$ cat config.mk
export PLATFORM = sky130hd
export DESIGN_NAME = header_sync_frame_splitter
export DESIGN_NICKNAME = d
export VERILOG_FILES = /design/src/hw/rtl/hsfs_pkg.sv /design/src/hw/rtl/hsfs_ctrl.sv /design/src/hw/rtl/hsfs_datapath.sv /design/src/hw/rtl/header_sync_frame_splitter.sv
export SDC_FILE = /design/constraint.sdc
export NUM_CORES = 1
export LEC_CHECK = 0
export BUFFER_PORTS_ARGS = -buffer_cell sky130_fd_sc_hd__buf_4
export CAP_MARGIN = 20
export CORE_MARGIN = 1
export CORE_UTILIZATION = 60
export DETAILED_ROUTE_END_ITERATION = 12
export PLACE_DENSITY_LB_ADDON = 0.2
export SLEW_MARGIN = 20
export SYNTH_ARGS = -nofsm -noshare
export SYNTH_HDL_FRONTEND = slang
export SYNTH_SLANG_ARGS = --single-unit
$ cat constraint.sdc
create_clock -name clk -period 8.1 [get_ports clk]
set_input_delay 1.215 -clock clk [delete_from_list [all_inputs] [get_ports clk]]
set_output_delay 1.215 -clock clk [all_outputs]
set_load 0.01 [all_outputs]
$ cat src/hw/rtl/hsfs_pkg.sv
package hsfs_pkg;

	// Default number of devices carried in one frame
	localparam int DEVICE_COUNT_DEF = 5;

	// Header bytes plus three discrete bytes precede the data pairs
	localparam int DISCRETE_END = 5;

	localparam int BYTE_W   = 8;
	localparam int ID_W     = 3;
	localparam int COUNT_W  = 32;
	localparam int CFG_IDX_W = 1;

	// Output tdata: device_id, value_high, value_low, frame_count, padded to bytes
	localparam int OUT_FIELDS_W = ID_W + 2 * BYTE_W + COUNT_W;
	localparam int OUT_DATA_W   = ((OUT_FIELDS_W + 7) / 8) * 8;

	// Configuration register indexes
	localparam logic [CFG_IDX_W-1:0] REG_FIRST_HDR  = 1'b0;
	localparam logic [CFG_IDX_W-1:0] REG_SECOND_HDR = 1'b1;

	localparam logic [BYTE_W-1:0] FIRST_HDR_RST  = 8'hA5;
	localparam logic [BYTE_W-1:0] SECOND_HDR_RST = 8'h99;

	// Commands from controller to datapath
	typedef struct packed {
		logic take;     // input byte accepted this cycle
		logic advance;  // load next device result into the output register
	} hsfs_cmd_t;

	// Status from datapath to controller
	typedef struct packed {
		logic at_end;    // frame position is at the last byte
		logic dev_last;  // device counter is at the final device
		logic out_free;  // output register can take a result this cycle
	} hsfs_stat_t;

endpackage

$ cat src/hw/rtl/hsfs_ctrl.sv
module hsfs_ctrl (
	input  logic               clk,
	input  logic               arst_n,
	input  logic               s_tvalid,
	output logic               s_tready,
	input  hsfs_pkg::hsfs_stat_t stat,
	output hsfs_pkg::hsfs_cmd_t  cmd
);
	import hsfs_pkg::*;

	localparam logic [1:0] ST_RECV = 2'd0;
	localparam logic [1:0] ST_PREP = 2'd1;
	localparam logic [1:0] ST_EMIT = 2'd2;

	logic [1:0] state_q;
	logic [1:0] state_d;

	// Accept bytes only while receiving
	assign s_tready    = (state_q == ST_RECV);
	assign cmd.take    = s_tready && s_tvalid;
	assign cmd.advance = (state_q == ST_EMIT) && stat.out_free;

	// Next state
	always_comb begin
		state_d = state_q;
		case (state_q)
			ST_RECV: begin
				if (cmd.take && stat.at_end) begin
					state_d = ST_PREP;
				end
			end
			ST_PREP: begin
				state_d = ST_EMIT;
			end
			ST_EMIT: begin
				if (cmd.advance && stat.dev_last) begin
					state_d = ST_RECV;
				end
			end
			default: begin
				state_d = ST_RECV;
			end
		endcase
	end

	always_ff @(posedge clk or negedge arst_n) begin
		if (!arst_n) begin
			state_q <= ST_RECV;
		end else begin
			state_q <= state_d;
		end
	end

endmodule

$ cat src/hw/rtl/hsfs_datapath.sv
module hsfs_datapath #(
	parameter int DEVICE_COUNT = hsfs_pkg::DEVICE_COUNT_DEF
) (
	input  logic                            clk,
	input  logic                            arst_n,
	input  logic                            cfg_we,
	input  logic [hsfs_pkg::CFG_IDX_W-1:0]  cfg_index,
	input  logic [hsfs_pkg::BYTE_W-1:0]     cfg_data,
	input  logic [hsfs_pkg::BYTE_W-1:0]     rx_byte,
	input  logic                            m_tready,
	output logic                            m_tvalid,
	output logic [hsfs_pkg::ID_W-1:0]       device_id,
	output logic [hsfs_pkg::BYTE_W-1:0]     value_high,
	output logic [hsfs_pkg::BYTE_W-1:0]     value_low,
	output logic [hsfs_pkg::COUNT_W-1:0]    frame_count,
	output logic                            last_of_frame,
	input  hsfs_pkg::hsfs_cmd_t             cmd,
	output hsfs_pkg::hsfs_stat_t            stat
);
	import hsfs_pkg::*;

	localparam int FRAME_LEN = DISCRETE_END + 2 * DEVICE_COUNT;
	localparam int PW        = $clog2(FRAME_LEN);
	localparam int DW        = (DEVICE_COUNT > 1) ? $clog2(DEVICE_COUNT) : 1;

	localparam logic [PW-1:0] POS_HDR2    = PW'(1);
	localparam logic [PW-1:0] POS_DATA    = PW'(DISCRETE_END);
	localparam logic [PW-1:0] POS_LAST    = PW'(FRAME_LEN - 1);
	localparam logic [PW-1:0] POS_LIMIT   = PW'(FRAME_LEN);
	localparam logic [DW-1:0] DEV_LAST    = DW'(DEVICE_COUNT - 1);

	logic [BYTE_W-1:0]  first_hdr_q;
	logic [BYTE_W-1:0]  second_hdr_q;
	logic [PW-1:0]      pos_q;
	logic [COUNT_W-1:0] frames_q;
	logic [DW-1:0]      dev_q;
	logic               out_valid_q;

	logic [BYTE_W-1:0]   hi_q;
	logic [2*BYTE_W-1:0] mem [DEVICE_COUNT];
	logic [2*BYTE_W-1:0] rd_q;

	logic [ID_W-1:0]    id_q;
	logic [BYTE_W-1:0]  vhi_q;
	logic [BYTE_W-1:0]  vlo_q;
	logic [COUNT_W-1:0] cnt_q;
	logic               last_q;

	logic [PW-1:0] pos_off;
	logic [DW-1:0] row_idx;
	logic [DW-1:0] rd_addr;
	logic          in_data;

	assign stat.at_end   = (pos_q == POS_LAST);
	assign stat.dev_last = (dev_q == DEV_LAST);
	assign stat.out_free = !out_valid_q || m_tready;

	// Data pair slot of the current byte
	assign pos_off = pos_q - POS_DATA;
	assign row_idx = DW'(pos_off >> 1);
	assign in_data = (pos_q >= POS_DATA) && (pos_q < POS_LIMIT);

	// Prefetch the row for the next device when a result is loaded
	assign rd_addr = (cmd.advance && !stat.dev_last) ? (dev_q + DW'(1)) : dev_q;

	// Configuration registers
	always_ff @(posedge clk or negedge arst_n) begin
		if (!arst_n) begin
			first_hdr_q  <= FIRST_HDR_RST;
			second_hdr_q <= SECOND_HDR_RST;
		end else if (cfg_we) begin
			case (cfg_index)
				REG_FIRST_HDR:  first_hdr_q  <= cfg_data;
				REG_SECOND_HDR: second_hdr_q <= cfg_data;
				default: ;
			endcase
		end
	end

	// Frame position and frame counter
	always_ff @(posedge clk or negedge arst_n) begin
		if (!arst_n) begin
			pos_q    <= '0;
			frames_q <= '0;
		end else if (cmd.take) begin
			if (pos_q == '0) begin
				if (rx_byte == first_hdr_q) begin
					pos_q <= POS_HDR2;
				end
			end else if (pos_q == POS_HDR2) begin
				pos_q <= (rx_byte == second_hdr_q) ? PW'(2) : '0;
			end else if (pos_q >= POS_LIMIT) begin
				pos_q <= '0;
			end else if (pos_q == POS_LAST) begin
				pos_q    <= '0;
				frames_q <= frames_q + COUNT_W'(1);
			end else begin
				pos_q <= pos_q + PW'(1);
			end
		end
	end

	// Hold the high byte, write the whole pair with the low byte
	always_ff @(posedge clk) begin
		if (cmd.take && in_data) begin
			if (!pos_off[0]) begin
				hi_q <= rx_byte;
			end else begin
				mem[row_idx] <= {hi_q, rx_byte};
			end
		end
	end

	always_ff @(posedge clk) begin
		rd_q <= mem[rd_addr];
	end

	// Device counter and output valid
	always_ff @(posedge clk or negedge arst_n) begin
		if (!arst_n) begin
			dev_q       <= '0;
			out_valid_q <= 1'b0;
		end else begin
			if (cmd.advance) begin
				dev_q       <= stat.dev_last ? '0 : (dev_q + DW'(1));
				out_valid_q <= 1'b1;
			end else if (m_tready) begin
				out_valid_q <= 1'b0;
			end
		end
	end

	// Output register
	always_ff @(posedge clk) begin
		if (cmd.advance) begin
			id_q   <= ID_W'(int'(dev_q) + 1);
			vhi_q  <= rd_q[2*BYTE_W-1:BYTE_W];
			vlo_q  <= rd_q[BYTE_W-1:0];
			cnt_q  <= frames_q;
			last_q <= stat.dev_last;
		end
	end

	assign m_tvalid      = out_valid_q;
	assign device_id     = id_q;
	assign value_high    = vhi_q;
	assign value_low     = vlo_q;
	assign frame_count   = cnt_q;
	assign last_of_frame = last_q;

endmodule

$ cat src/hw/rtl/header_sync_frame_splitter.sv
// Header-synchronized frame splitter.
// Input stream: one received byte per transaction on s_tdata. The block hunts
// for a two-byte header, then collects a frame of 5 + 2*DEVICE_COUNT bytes.
// Output stream: at each frame end, DEVICE_COUNT transactions in device order,
// each carrying the device number, its two data bytes and the frame count;
// m_tlast marks the final device of the frame.
// Configuration: cfg_we/cfg_index/cfg_data write the two header bytes; write
// them only while no frame results are pending.
// Throughput: non-final bytes are accepted back to back. After the frame-end
// byte, input ready stays low while the controller passes through a prepare
// state, which reads the first pair from the payload memory, and an emit state,
// which loads one result per cycle out of its registered read port while the
// output register is free, until the final result is loaded.
// Stall: a result waits in the output register while m_tready is low; the
// emission pauses there. Once the final result is loaded, new bytes are
// accepted while it still waits to be taken.
// Reset: position, frame count and output valid clear; header registers
// return to 0xA5 and 0x99. Payload memory is not cleared.
module header_sync_frame_splitter #(
	parameter int DEVICE_COUNT = hsfs_pkg::DEVICE_COUNT_DEF
) (
	input  logic                               clk,
	input  logic                               arst_n,
	input  logic                               cfg_we,
	input  logic [hsfs_pkg::CFG_IDX_W-1:0]     cfg_index,
	input  logic [hsfs_pkg::BYTE_W-1:0]        cfg_data,
	input  logic                               s_tvalid,
	output logic                               s_tready,
	input  logic [hsfs_pkg::BYTE_W-1:0]        s_tdata,   // [7:0] rx_byte
	output logic                               m_tvalid,
	input  logic                               m_tready,
	// [2:0] device_id, [10:3] value_high, [18:11] value_low,
	// [50:19] frame_count, [55:51] zero
	output logic [hsfs_pkg::OUT_DATA_W-1:0]    m_tdata,
	output logic                               m_tlast    // last_of_frame
);
	import hsfs_pkg::*;

	hsfs_cmd_t  cmd;
	hsfs_stat_t stat;

	logic [ID_W-1:0]    device_id;
	logic [BYTE_W-1:0]  value_high;
	logic [BYTE_W-1:0]  value_low;
	logic [COUNT_W-1:0] frame_count;

	hsfs_ctrl u_ctrl (
		.clk      (clk),
		.arst_n   (arst_n),
		.s_tvalid (s_tvalid),
		.s_tready (s_tready),
		.stat     (stat),
		.cmd      (cmd)
	);

	hsfs_datapath #(
		.DEVICE_COUNT (DEVICE_COUNT)
	) u_datapath (
		.clk           (clk),
		.arst_n        (arst_n),
		.cfg_we        (cfg_we),
		.cfg_index     (cfg_index),
		.cfg_data      (cfg_data),
		.rx_byte       (s_tdata),
		.m_tready      (m_tready),
		.m_tvalid      (m_tvalid),
		.device_id     (device_id),
		.value_high    (value_high),
		.value_low     (value_low),
		.frame_count   (frame_count),
		.last_of_frame (m_tlast),
		.cmd           (cmd),
		.stat          (stat)
	);

	// Pack output fields, lowest first
	assign m_tdata = {(OUT_DATA_W - OUT_FIELDS_W)'(0), frame_count, value_low, value_high,
		device_id};

endmodule

==> results.md <==
* Result of the run: complete, no violations
* Synth area leader: edfxtp_1
* Sequential share of the synthesized area at 70.8%
* Critical Path End Type: register
* Cell area after layout at a little under 10000 um2
* Min-Delay Path Class: register to register
* Crit path DAT at ~3700 ps
* DR WL met3 at 779 um
* Post-synth top area share at 49.7%
* Total CTS buffers at 21
* Fin crit period at between 3000 and 4000 ps
* Metal-1 WL at 6.37 mm
* Final nets at 650
* Final HPWL DP at around 9.6 mm
* DRT Wirelength at around 15 mm
* Non-filler cells, final at 811
* Tot GR Track Use at a little over a fifth
* First DRT Iteration DRCs at around 360
* Post-Syn Instances at roughly 540
* Yosys cell types at between 50 and 60
* Syn. warnings at 0
* Post-synthesis async set-or-reset flop share at 27.1%
* Slew Limit Fails at 0
* CTS tree: built
* Final setup viols at 0
* DRT Pass-1 Iters at 5
* Total vias in the final route at between 4000 and 5000
* Period utilization at between 40% and 50%
* Most frequent cell after synthesis: edfxtp_1
* Inst Count DP at between 700 and 800
* Register area at ~6000 um2
* Syn Area/Cell at between 15 and 20 um2
* Top layer in use: met4
* Die area at 14600 um2
* Peak fanout along the critical path at 30
* Max cap viols at 0
* Overall die width at 121 um
* Slew @ Worst Pin at between 900 and 1000 ps
* # port buffers at 75
* Cts repair resizes at 0
* PwrDens at ~300 nW/um2
* Largest net degree at the start of global routing at 59
* Layout cells sized above 1 at a little over a quarter
* Die Y at between 100 and 150 um
* Max-slew headroom at ~39%
* Initial Util at 62.6%
* Gr ovfl total at 0
* Met2 wire len at 7.76 mm
* Core ar. at around 14000 um2
* CP Data Required Time at between 8000 and 9000 ps
* First-pass GRT wire length at between 20 and 25 mm
* Peak supply drop at about 0.00019 V
* Top cells by area, synth: edfxtp_1 (50%), dfrtp_1 (15%), dfxtp_1 (3.8%), xnor2_1 (3.0%), mux2_2 (2.5%)
* Antenna violations before repair at 0
* Post-Syn Area at roughly 8500 um2
* Worst Hold Margin at roughly 400 ps
* Setup Skew at 11.1 ps
* Gp weighted congestion at 0.811
* Worst Setup Path Type: input port to register
* Avg WL per Cell at about 19 um
* Clock net sink count at around 210
* Max Clock Freq at 295 MHz
* Synthesized flop and latch total at 214
* Setup Buffers After CTS at 0
* Hold Fails Final Rpt at 0
* Hold Buf Count CTS at 0
* CP Launch Type: input port
* Setup TNS at 0 ps
* Filler cell count at 803
* Multi-input combinational cell area at 2280 um2
* Clock buffer depth at 3
* Rows at 42
* Post-route DRC at 0
* Clk root buf: clkbuf_16
* Antenna-violating nets left at 0
* # diodes at 0
* Area Growth Syn to Fin at 16.8%
* Pleak at around 3.8 nW
* Post-synth EDFFs at between 100 and 150
* Clk_lat worst skew at 480 ps
* Placed cell areas at just over 9000 um2
* # IOs at 81
* Max H-tree Level at 1
* Post-synth top cells: edfxtp_1 (140), dfrtp_1 (50), xnor2_1 (29), inv_1 (23), xor2_1 (20)
* Clock transition at path regs at around 60 ps
* Vias in the first global route at 4669
* Top_reg_cell synth: edfxtp_1
* RSZ-0062 raised after global routing: no
* Vias/cell at roughly 5.8
[layout make-up]
class | count | area share [%]
Sequential cell | 214 | 60.6
Multi-Input combinational cell | 281 | 23.1
Clock buffer | 30 | 6.17
Timing Repair Buffer | 80 | 6.08
Tap cell | 176 | 2.23
Clock inverter | 7 | 0.887
Inverter | 23 | 0.875
[sequential cells by signal, summed over array words and instances (netlist names), 4 cells and up]
signal	count
u_datapath.frame_count	32
u_datapath.frames_q	32
u_datapath.mem	80
u_datapath.hi_q	8
u_datapath.value_low	8
u_datapath.value_high	8
u_datapath.second_hdr_q	8
u_datapath.first_hdr_q	8
u_datapath.rd_q	16
u_datapath.pos_q	4
[layout by cell type (no fill, tap or decap), drive strengths merged, types with 17 or more instances in the layout]
cell    synthesis  routed
xor2           20      20
clkbuf          6      30
xnor2          29      29
mux2           19      19
inv            23      23
nand2          17      17
dfrtp          50      50
edfxtp        140     140
buf            15      80
[routing by layer]
metal	vias to the layer above	track usage, %
li1	2173	-
met1	2341	29.4
met2	144	36.9
met3	22	2.97
met4	0	5.86
met5	-	0
[report_power, final]
| part | switching [W] | leakage (nW) | internal, W | total [W] |
|---|---|---|---|---|
| clock network | 0.000381 | 0.335 | 0.000586 | 0.000967 |
| logic | 0.000376 | 1.31 | 0.000258 | 0.000634 |
| registers | 0.0000795 | 2.14 | 0.00133 | 0.00141 |
[logic make-up after synthesis]
kind of cell | share of synthesized area, %
compound gates | 7.86
xor+xnor | 5.08
fa+ha+maj | 1.04
buf+inv | 2.68
flops | 70.8
mux | 4.43
other cells | 0.0444
simple gates | 8.04
[per-stage QoR]
step | setup WS (ps) | power, W | util (%)
global route | 4490 | 0.00314 | 73.1
CTS | 4280 | 0.00302 | 73.0
global placement | 3990 | 0.00202 | 67.9
detailed placement | 3800 | 0.00205 | 67.9
finish | 4710 | 0.00301 | 73.1
floorplan | 2950 | 0.00189 | -
[worst max-delay path: stages]
cell and delay [ps]:
buf_4 90, and2b_4 210, nor2_4 650, buf_4 500
a21oi_1 210, a31oi_4 610, a221oi_1 210
[final timing paths]
check                           slack, ps  depth (start not counted)               start                       to
worst min-delay path                  400                          0  u_datapath.rd_q[5]  u_datapath.value_low[5]
max in group asynchronous            6810                          1              arst_n  u_datapath.frames_q[21]
worst min register to register        400                          0  u_datapath.rd_q[5]  u_datapath.value_low[5]
min in group asynchronous             800                          1              arst_n   u_datapath.frames_q[3]
worst max register to register       5090                          6   u_ctrl.state_q[0]       u_datapath.rd_q[4]
worst max-delay path                 4710                          7            m_tready       u_datapath.rd_q[4]
(Power assumes the default switching activity.)
